[src/hw/rtl/rolling_return_volatility_assert.svh]
// assertion macros used by the top-level rtl file
`ifndef ROLLING_RETURN_VOLATILITY_ASSERT_SVH
`define ROLLING_RETURN_VOLATILITY_ASSERT_SVH

// same-cycle implication, sampled on clk, off during reset
`define RRV_ASSERT_SAME(label, pre, post) \
	label: assert property (@(posedge clk) disable iff (!arst_n) (pre) |-> (post)) \
		else $error("rolling_return_volatility: check failed");

// next-cycle implication, sampled on clk, off during reset
`define RRV_ASSERT_NEXT(label, pre, post) \
	label: assert property (@(posedge clk) disable iff (!arst_n) (pre) |=> (post)) \
		else $error("rolling_return_volatility: check failed");

`endif

[src/hw/rtl/rrv_pkg.sv]
// package: widths, constants, state types and unit control structs
package rrv_pkg;

	localparam int WINDOW_DEF = 30;
	localparam int SERIES_DEF = 8;

	localparam int SER_W    = 3;
	localparam int PRICE_W  = 48;
	localparam int TIME_W   = 64;
	localparam int VOL_W    = 32;
	localparam int CNT_W    = 5;
	localparam int PERIOD_W = 40;
	localparam int LAG_W    = 32;
	localparam int SCALE_W  = 32;
	localparam int RET_W    = 32;
	localparam int RET_CNT_W = 5;
	localparam int RET_SCALE_W = 20;

	localparam int APB_AW = 5;
	localparam int APB_DW = 64;
	localparam int REG_IDX_LSB = 3;

	localparam logic [1:0] REG_PERIOD = 2'd0;
	localparam logic [1:0] REG_LAG    = 2'd1;
	localparam logic [1:0] REG_SCALE  = 2'd2;

	localparam logic [PERIOD_W-1:0] PERIOD_RST = 40'd60000000;
	localparam logic [LAG_W-1:0]    LAG_RST    = 32'd5000000;
	localparam logic [SCALE_W-1:0]  SCALE_RST  = 32'd39478572;
	localparam logic [VOL_W-1:0]    DEFAULT_VOL = 32'd600000;
	localparam logic [RET_SCALE_W-1:0] RET_SCALE = 20'd1000000;
	localparam logic [RET_W-1:0]    RET_MAX = 32'h7FFF_FFFF;
	localparam logic [RET_W-1:0]    RET_MIN = 32'h8000_0000;
	localparam int MIN_VOL_COUNT = 5;

	typedef struct packed {
		logic start;
	} unit_ctl_t;

	typedef struct packed {
		logic done;
	} unit_sts_t;

	typedef enum logic [4:0] {
		ST_IDLE,
		ST_CHECK,
		ST_P_RD,
		ST_P_DATA,
		ST_B_RD,
		ST_B_DATA,
		ST_RET_WAIT,
		ST_VOLCHK,
		ST_ACC,
		ST_NQ,
		ST_TSQ0,
		ST_TSQ1,
		ST_TSQ2,
		ST_DSUB,
		ST_DEV_GO,
		ST_DEV_WAIT,
		ST_RESULT
	} top_st_t;

	typedef enum logic [2:0] {
		RS_IDLE,
		RS_MUL,
		RS_CHK,
		RS_DIV,
		RS_SAT,
		RS_FIN
	} ret_st_t;

	typedef enum logic [2:0] {
		DS_IDLE,
		DS_DIV,
		DS_SQRT,
		DS_MUL0,
		DS_MUL1,
		DS_SUM,
		DS_FIN
	} dev_st_t;

endpackage

[src/hw/rtl/rrv_ret.sv]
// simple return unit: saturated 1e6*(price-prev)/prev by bit-serial division
module rrv_ret (
	input  logic                               clk,
	input  logic                               arst_n,
	input  rrv_pkg::unit_ctl_t                 ctl,
	output rrv_pkg::unit_sts_t                 sts,
	input  logic [rrv_pkg::PRICE_W-1:0]        price,
	input  logic [rrv_pkg::PRICE_W-1:0]        prev,
	output logic signed [rrv_pkg::RET_W-1:0]   ret
);
	import rrv_pkg::*;

	localparam int NUM_W = PRICE_W + RET_SCALE_W;

	ret_st_t state_q, state_d;
	logic [RET_CNT_W-1:0] cnt_q;
	logic neg_q;
	logic [PRICE_W-1:0] diff_q;
	logic [PRICE_W-1:0] prev_q;
	logic [PRICE_W:0] rem_q;
	logic [RET_W-1:0] quo_q;
	logic [RET_W-1:0] ret_q;
	logic [NUM_W-1:0] num_c;
	logic [PRICE_W:0] remsh_c;
	logic ge_c;

	assign num_c = NUM_W'(diff_q) * NUM_W'(RET_SCALE);
	assign remsh_c = {rem_q[PRICE_W-1:0], quo_q[RET_W-1]};
	assign ge_c = remsh_c >= {1'b0, prev_q};

	always_comb begin
		state_d = state_q;
		unique case (state_q)
			RS_IDLE: begin
				if (ctl.start) begin
					state_d = (prev == '0) ? RS_FIN : RS_MUL;
				end
			end
			RS_MUL: state_d = RS_CHK;
			RS_CHK: state_d = (rem_q >= {1'b0, prev_q}) ? RS_FIN : RS_DIV;
			RS_DIV: begin
				if (cnt_q == RET_CNT_W'(RET_W - 1)) begin
					state_d = RS_SAT;
				end
			end
			RS_SAT: state_d = RS_FIN;
			RS_FIN: state_d = RS_IDLE;
			default: state_d = RS_IDLE;
		endcase
	end

	always_ff @(posedge clk or negedge arst_n) begin
		if (!arst_n) begin
			state_q <= RS_IDLE;
			cnt_q <= '0;
		end else begin
			state_q <= state_d;
			cnt_q <= (state_d != state_q) ? '0 : cnt_q + RET_CNT_W'(1);
		end
	end

	always_ff @(posedge clk) begin
		case (state_q)
			RS_IDLE: begin
				if (ctl.start) begin
					prev_q <= prev;
					neg_q <= price < prev;
					diff_q <= (price < prev) ? prev - price : price - prev;
					ret_q <= '0;
				end
			end
			RS_MUL: begin
				rem_q <= (PRICE_W + 1)'(num_c[NUM_W-1:RET_W]);
				quo_q <= num_c[RET_W-1:0];
			end
			RS_CHK: ret_q <= neg_q ? RET_MIN : RET_MAX;
			RS_DIV: begin
				rem_q <= ge_c ? remsh_c - {1'b0, prev_q} : remsh_c;
				quo_q <= {quo_q[RET_W-2:0], ge_c};
			end
			RS_SAT: begin
				if (neg_q) begin
					ret_q <= (quo_q > RET_MIN) ? RET_MIN : ~quo_q + RET_W'(1);
				end else begin
					ret_q <= quo_q[RET_W-1] ? RET_MAX : quo_q;
				end
			end
			default: ;
		endcase
	end

	assign sts.done = (state_q == RS_FIN);
	assign ret = ret_q;
endmodule

[config.mk]
export PLATFORM = sky130hd
export DESIGN_NAME = rrv_ret
export DESIGN_NICKNAME = d
export VERILOG_FILES = /design/src/hw/rtl/rolling_return_volatility_assert.svh /design/src/hw/rtl/rrv_pkg.sv /design/src/hw/rtl/rrv_ret.sv
export SDC_FILE = /design/constraint.sdc
export NUM_CORES = 1
export LEC_CHECK = 0
export BUFFER_PORTS_ARGS = -buffer_cell sky130_fd_sc_hd__buf_2
export CORE_UTILIZATION = 55
export CTS_CLUSTER_SIZE = 10
export DETAILED_ROUTE_END_ITERATION = 10
export PLACE_DENSITY = 0.72
export REMOVE_ABC_BUFFERS = 1
export SETUP_SLACK_MARGIN = 0.2
export SLEW_MARGIN = 20
export SYNTH_ARGS = -nofsm -noshare
export SYNTH_HDL_FRONTEND = slang
export SYNTH_SLANG_ARGS = --single-unit
[constraint.sdc]
create_clock -name clk -period 29.1 [get_ports clk]
set_input_delay 1.455 -clock clk [delete_from_list [all_inputs] [get_ports clk]]
set_output_delay 1.455 -clock clk [all_outputs]
set_load 0.05 [all_outputs]
==> impl_metrics.tcl, run 1 <==
set metrics [dict create \
    synth.avg_cell_area_sq_um 8.928 \
    post_cts_resized 0 \
    cp_cell_sequence "inv_1 -> fa_1 -> inv_1 -> fa_1 -> fa_1 -> fa_1 -> ha_1 -> inv_1 -> fa_1 -> inv_1 -> ha_1 -> and3_1 -> nand2_1 -> nor3_1 -> nor4b_1 -> a2111o_1 -> nand2_1 -> o41ai_1 -> a31oi_1 -> xnor2_1 -> o21a_1" \
    cts_buffers 28 \
    tns_ns 0 \
    start_kind "flop" \
    antenna_found_initial 0 \
    cts_tree "yes" \
    fin_crit_sh_pct 23.73 \
    grt_usage_pct 31.28 \
    firstDrtPassIters 5 \
    whs_ns 0.4646 \
    drt-wirelength-per-cell_microns 20.87 \
    viasPerCell 6.042 \
    synth_seq_area_share_pct 22.26 \
    rsz0062_at_grt "false" \
    critPathMaxStageDelay_ns 0.74 \
    finalClockSkew_ns 0.02517 \
    drt_iter0_drc 1753 \
    critPathMaxFanout 8 \
    clockBufferDepth 3 \
    ys_warn_count 0 \
    fill_cells 4653 \
    globalRouteMet3Util_pct 3.848 \
    met2_usage_pct 48.62 \
    grt_pass1_vias 23890 \
    root_buffer "clkbuf_16" \
    cts-htree-levels 1 \
    critPathTopFamily "adder cells" \
    antenna_left 0 \
    num_rows 84 \
    area_growth_syn_to_layout_pct 6.648 \
    nets 4037 \
    grt_pass1_wl_microns 131900 \
    status "finished, final reports clean" \
    die_area_sq_um 54070 \
    ys_ff_latch 218 \
    finalMaxSlewViolations 0 \
    worst_ep_required_time_ns 29.44 \
    hold_buffers 0 \
    synth.distinct_cells 86 \
    end_kind "flop" \
    initial_core_util_pct 55.62 \
    final_common_cell "inv_1" \
    cp_slowest_cell "o41ai_1" \
    critical_path_class "flop to flop" \
    clock_sinks 218 \
    synth_edf_count 210 \
    path_buf_inv 4 \
    min_path_type "flop to flop" \
    postSynthCellCount 3274 \
    worst_slew_pin_slew_ns 1.269 \
    pin_count 132 \
    grt-ovfl-total 0 \
    ys_async_sr_fraction_pct 3.670 \
    synth-main-ff-cell "edfxtp_1" \
    diodes 0 \
    use_met1_pct 45.46 \
    wl_microns 84080 \
    place_congestion 0.9675 \
    die_w_microns 232.5 \
    setup_viol 0 \
    clock_latency_ns 0.58 \
    final_cell_mix "inv_1 (470), ha_1 (395), a21oi_1 (271), nand2_1 (218), fa_1 (218)" \
    grt_max_degree 72 \
    stdcell_count 4029 \
    num_vias 24350 \
    final_util_pct 59.32 \
    hold_viol 0 \
    die_y_microns 232.5 \
    seqCellArea_sq_um 6506 \
    drive_above_1_share_pct 6.824 \
    port_buffers 131 \
    maxCapViolations 0 \
    path_clk_slew_ns 0.06 \
    max_freq_mhz 144.8 \
    dp_hpwl_microns 69250 \
    place_inst 3983 \
    busiest_layer "met2" \
    period_needed_ns 6.906 \
    postCtsSetupBuffers 0 \
    remaining_drc_errors 0 \
    path_common_cell "fa_1" \
    multi_input_area_sq_um 20460 \
    crit_arrival_ns 7.24 \
    core_area_sq_um 52550 \
    syn_area_sq_um 29230 \
    maxSlewHeadroom_pct 14.62 \
]
-- cells in the mapped netlist (all sizes together), types with 55 or more instances --
master	number	share of area, %
xor2	57	1.7
edfxtp	210	22
nor2	202	2.6
fa	218	15
inv	470	6.0
o21ai	198	3.4
a21o	140	3.6
nand2	220	2.8
a21oi	273	4.7
clkbuf	91	1.2
xnor2	100	3.0
ha	395	17
nand3	55	0.94
-- worst paths after layout --
check / from / endpoint / slack, ns / cells after the start
min reg2reg: cnt_q[0]$_DFF_PN0_ / cnt_q[0]$_DFF_PN0_ / 0.46 / 1
min: cnt_q[0]$_DFF_PN0_ / cnt_q[0]$_DFF_PN0_ / 0.46 / 1
max in group asynchronous: arst_n / cnt_q[2]$_DFF_PN0_ / 28.22 / 1
max: diff_q[20]$_DFFE_PP_ / rem_q[29]$_DFFE_PP_ / 22.19 / 21
max reg2reg: diff_q[20]$_DFFE_PP_ / rem_q[29]$_DFFE_PP_ / 22.19 / 21
min in group asynchronous: arst_n / cnt_q[3]$_DFF_PN0_ / 0.72 / 1
-- worst reg2reg max path, delay by kind of cell, from the launching register on --
family | cells | cell delay, ns
XOR/XNOR | 1 | 0.17
AND/OR/NAND/NOR | 5 | 1.02
AO/OA/AOI/OAI | 4 | 1.42
buffers and inverters | 4 | 0.35
adder cells (fa/ha/maj) | 7 | 3.25
flip-flops | 1 | 0.47
-- cells by family after synthesis --
| family | count (synthesis) | share of synthesized area [%] |
|---|---|---|
| AOI/OAI and AO/OA | 915 | 19.93 |
| and+or+nand+nor | 748 | 12.39 |
| adders and majority gates | 613 | 31.84 |
| buffers and inverters | 592 | 7.786 |
| DFF | 218 | 22.26 |
| xor gates and xnor gates | 157 | 4.704 |
| muxes | 31 | 1.092 |
-- metal layers --
metal / vias to the layer above / routed length (microns)
met5: - / 0
met3: 121 / 5950
met1: 11780 / 39020
met2: 876 / 36710
met4: 0 / 2397
li1: 11570 / -
-- registers in the layout, indices dropped and copies added (netlist names) --
name / flops
neg_q: 1
quo_q: 32
diff_q: 48
cnt_q: 5
prev_q: 48
rem_q: 49
state_q: 3
ret: 32
-- final cells by class --
type	count	share of cell area, %
inverter	470	5.659
multi-input combinational	2464	65.65
clock inverter	6	0.1044
timing repair buffer	143	2.392
clock buffer	40	2.561
tap	688	2.762
sequential	218	20.87
-- per-stage QoR --
| step | area (sq um) | setup slack (ns) |
|---|---|---|
| CTS | 31170 | 22.19 |
| finish | 31170 | 22.19 |
| detailed placement | 30340 | 22.21 |
| global route | 31170 | 21.82 |
| floorplan | 28720 | 15.95 |
| global placement | 30340 | 22.27 |
Power of run 1 is not shown: default switching activity piles up to over one toggle a cycle in this logic, so the estimate is an artifact.
==> run 2, diff against run 1 <==
ABC_AREA = 1   (was not set)
PLACE_DENSITY = 0.75   (was 0.72)
clock period = 6 ns   (was 29.1 ns; I/O delays follow)
==> run 2 against run 1 <==
  * Routed wire length grew 53%
  * Clock-buffer cell count grew 4
  * Utilization grew 2.2 points
  * Largest cell class unchanged
  * Via count grew 40%
  * Non-clock buffer count grew 103
  * Critical endpoint is now rem_q[24]$_DFFE_PP_
==> impl_metrics.tcl, run 2 <==
set metrics [dict create \
    status "finished, final reports clean" \
    maxSlewHeadroom_pct 23.02 \
    top_regs "rem_q x49, diff_q x48, prev_q x48" \
    core_area_sq_um 60700 \
    port_buffers 131 \
    yosysMostFrequentCell "nand2_1" \
    drt-wirelength-per-cell_microns 21.52 \
    largest_reg_flops 49 \
    synth.mux.area_fraction_pct 0 \
    ys_ff_latch 218 \
    grt_pass1_vias 32750 \
    finalClockSkew_ns 0.04626 \
    grt_max_degree 75 \
    area_growth_syn_to_layout_pct 9.759 \
    worst_slew_pin_slew_ns 1.153 \
    grt_usage_pct 40.44 \
    synth.avg_cell_area_sq_um 6.852 \
    maxCapViolations 0 \
    place_congestion 1.047 \
    nets 5871 \
    critPathMaxFanout 5 \
    path_clk_slew_ns 0.06 \
    worst_ep_required_time_ns 6.38 \
    fill_cells 5857 \
    synth_compound_area_share_pct 10.65 \
    postSynthCellCount 4962 \
    synth.distinct_cells 51 \
    setup_viol 0 \
    cts_buffers 30 \
    design_area_sq_um 37320 \
    start_kind "flop" \
    seqCellArea_sq_um 6506 \
    synth_top_family_by_area "simple AND/OR/NAND/NOR gates" \
    fin_crit_sh_pct 94.18 \
    wl_microns 128500 \
    netlist.top_cell.by_area "edfxtp_1" \
    hold_viol 0 \
    pin_count 132 \
    die_y_microns 250.6 \
    synth-adder-area-share_pct 27.37 \
    multi_input_area_sq_um 23450 \
    synth_area_leaders "edfxtp_1 (19%), nand2_1 (15%), ha_1 (15%)" \
    antenna_found_initial 6 \
    end_kind "flop" \
    final_cell_mix "nand2_1 (1,391), inv_1 (978), ha_1 (389), nor2_1 (371), a21oi_1 (299)" \
    die_w_microns 250.6 \
    die_area_sq_um 62820 \
    ys_async_sr_fraction_pct 3.670 \
    viasPerCell 5.702 \
    yosys-top-cells-count "nand2_1 (1,393), inv_1 (999), ha_1 (395), nor2_1 (388), a21oi_1 (306)" \
    num_vias 34040 \
    max_freq_mhz 177.0 \
    fin_ws_ns 0.3490 \
    antenna_left 0 \
    min_path_type "input port to async pin" \
    yosysTopAreaCellShare_pct 18.55 \
    remaining_drc_errors 0 \
    synth-xor-area-share_pct 2.616 \
    grt-ovfl-total 0 \
    dpl_cell_area_sq_um 35710 \
    dp_hpwl_microns 108900 \
    syn_area_sq_um 34000 \
    top_register "rem_q" \
    synth_edf_count 210 \
    cts_tree "yes" \
    finalMaxSlewViolations 0 \
    synth-main-ff-cell "edfxtp_1" \
    grt_pass1_wl_microns 191800 \
    drive_above_1_share_pct 6.889 \
    final_util_pct 61.49 \
    drt_iter0_drc 3186 \
    synth_seq_area_share_pct 19.14 \
    synth_simple_gate_area_share_pct 27.84 \
    dp_slack_ns -0.1099 \
    clockBufferDepth 3 \
    final_common_cell "nand2_1" \
    clock_latency_ns 0.63 \
    initial_core_util_pct 56.02 \
    crit_arrival_ns 6.03 \
    ys_warn_count 0 \
    num_rows 90 \
    critical_path_class "flop to flop" \
    cts-htree-levels 1 \
    clock_sinks 218 \
    period_needed_ns 5.651 \
    root_buffer "clkbuf_16" \
    firstDrtPassIters 7 \
    rsz0062_at_grt "false" \
]
## run 2: layout make-up
class                      count  area share (%)
tap                          782           2.622
clock buffer                  44           2.209
sequential                   218           17.43
clock inverter                11          0.3789
antenna                        6         0.04023
multi-input combinational   3654           62.83
timing repair buffer         246           4.318
inverter                    1009           10.17
## run 2: final timing paths
kind,startpoint,end,slack [ns],cells past startpoint
setup / recovery,diff_q[33]$_DFFE_PP_,rem_q[24]$_DFFE_PP_,0.35,21
hold / removal,arst_n,state_q[1]$_DFF_PN0_,0.04,2
setup reg to reg,diff_q[33]$_DFFE_PP_,rem_q[24]$_DFFE_PP_,0.35,21
hold reg to reg,cnt_q[0]$_DFF_PN0_,cnt_q[0]$_DFF_PN0_,0.46,1
max in group asynchronous,arst_n,state_q[0]$_DFF_PN0_,5.79,2
min in group clk,prev[18],prev_q[18]$_DFFE_PP_,0.04,1
## run 2: per-stage QoR
stage               hold slack (ns)  std cells   TNS, ns
detailed placement           0.1490       5859   -0.1907
global placement             0.1490       5859  -0.04504
global route               0.008857       5964         0
floorplan                  0.004409       4881         0
CTS                        0.001542       5953         0
finish                      0.03529       5970         0
## run 2: metal layers
metal  routed length, microns  vias up  part of all wire (%)  global-route usage, %
met4                     7195        6                   5.6                  19.33
met5                       41        -                 0.032                      0
met1                    52770    15930                    41                  52.74
met2                    56750     1540                    44                  64.70
li1                         -    16230                     -                      -
met3                    11700      330                   9.1                  7.472
## run 2: cells by family after synthesis
logic type | after synthesis
AO/OA/AOI/OAI | 671
XOR/XNOR | 100
buffers and inverters | 1090
flip-flops | 218
AND/OR/NAND/NOR | 2270
adder cells (fa/ha/maj) | 613
## run 2: critical path, stage by stage (launching register included)
cell and delay, ns:
edfxtp_1 0.41, inv_1 0.21, fa_1 0.48, fa_1 0.56
inv_1 0.06, fa_1 0.56, fa_1 0.43, ha_1 0.29
inv_1 0.05, fa_1 0.49, inv_1 0.04, ha_1 0.37
nand2_1 0.14, nor2_2 0.20, nand2_1 0.14, nor3_1 0.22
buf_4 0.16, nand3_1 0.18, nand3_1 0.16, nand2_1 0.06
nand3_1 0.13, nand2_1 0.08
## run 2: timing repair
item / in CTS / in global routing
setup buffers: 2 / 11
hold endpoints to repair: 44 / 0
pin swaps: 0 / 3
endpoints found under the setup margin: 15 / 39
gates resized for setup: 8 / 66
hold buffers: 37 / 0
Power of run 2 is left out for the same reason.
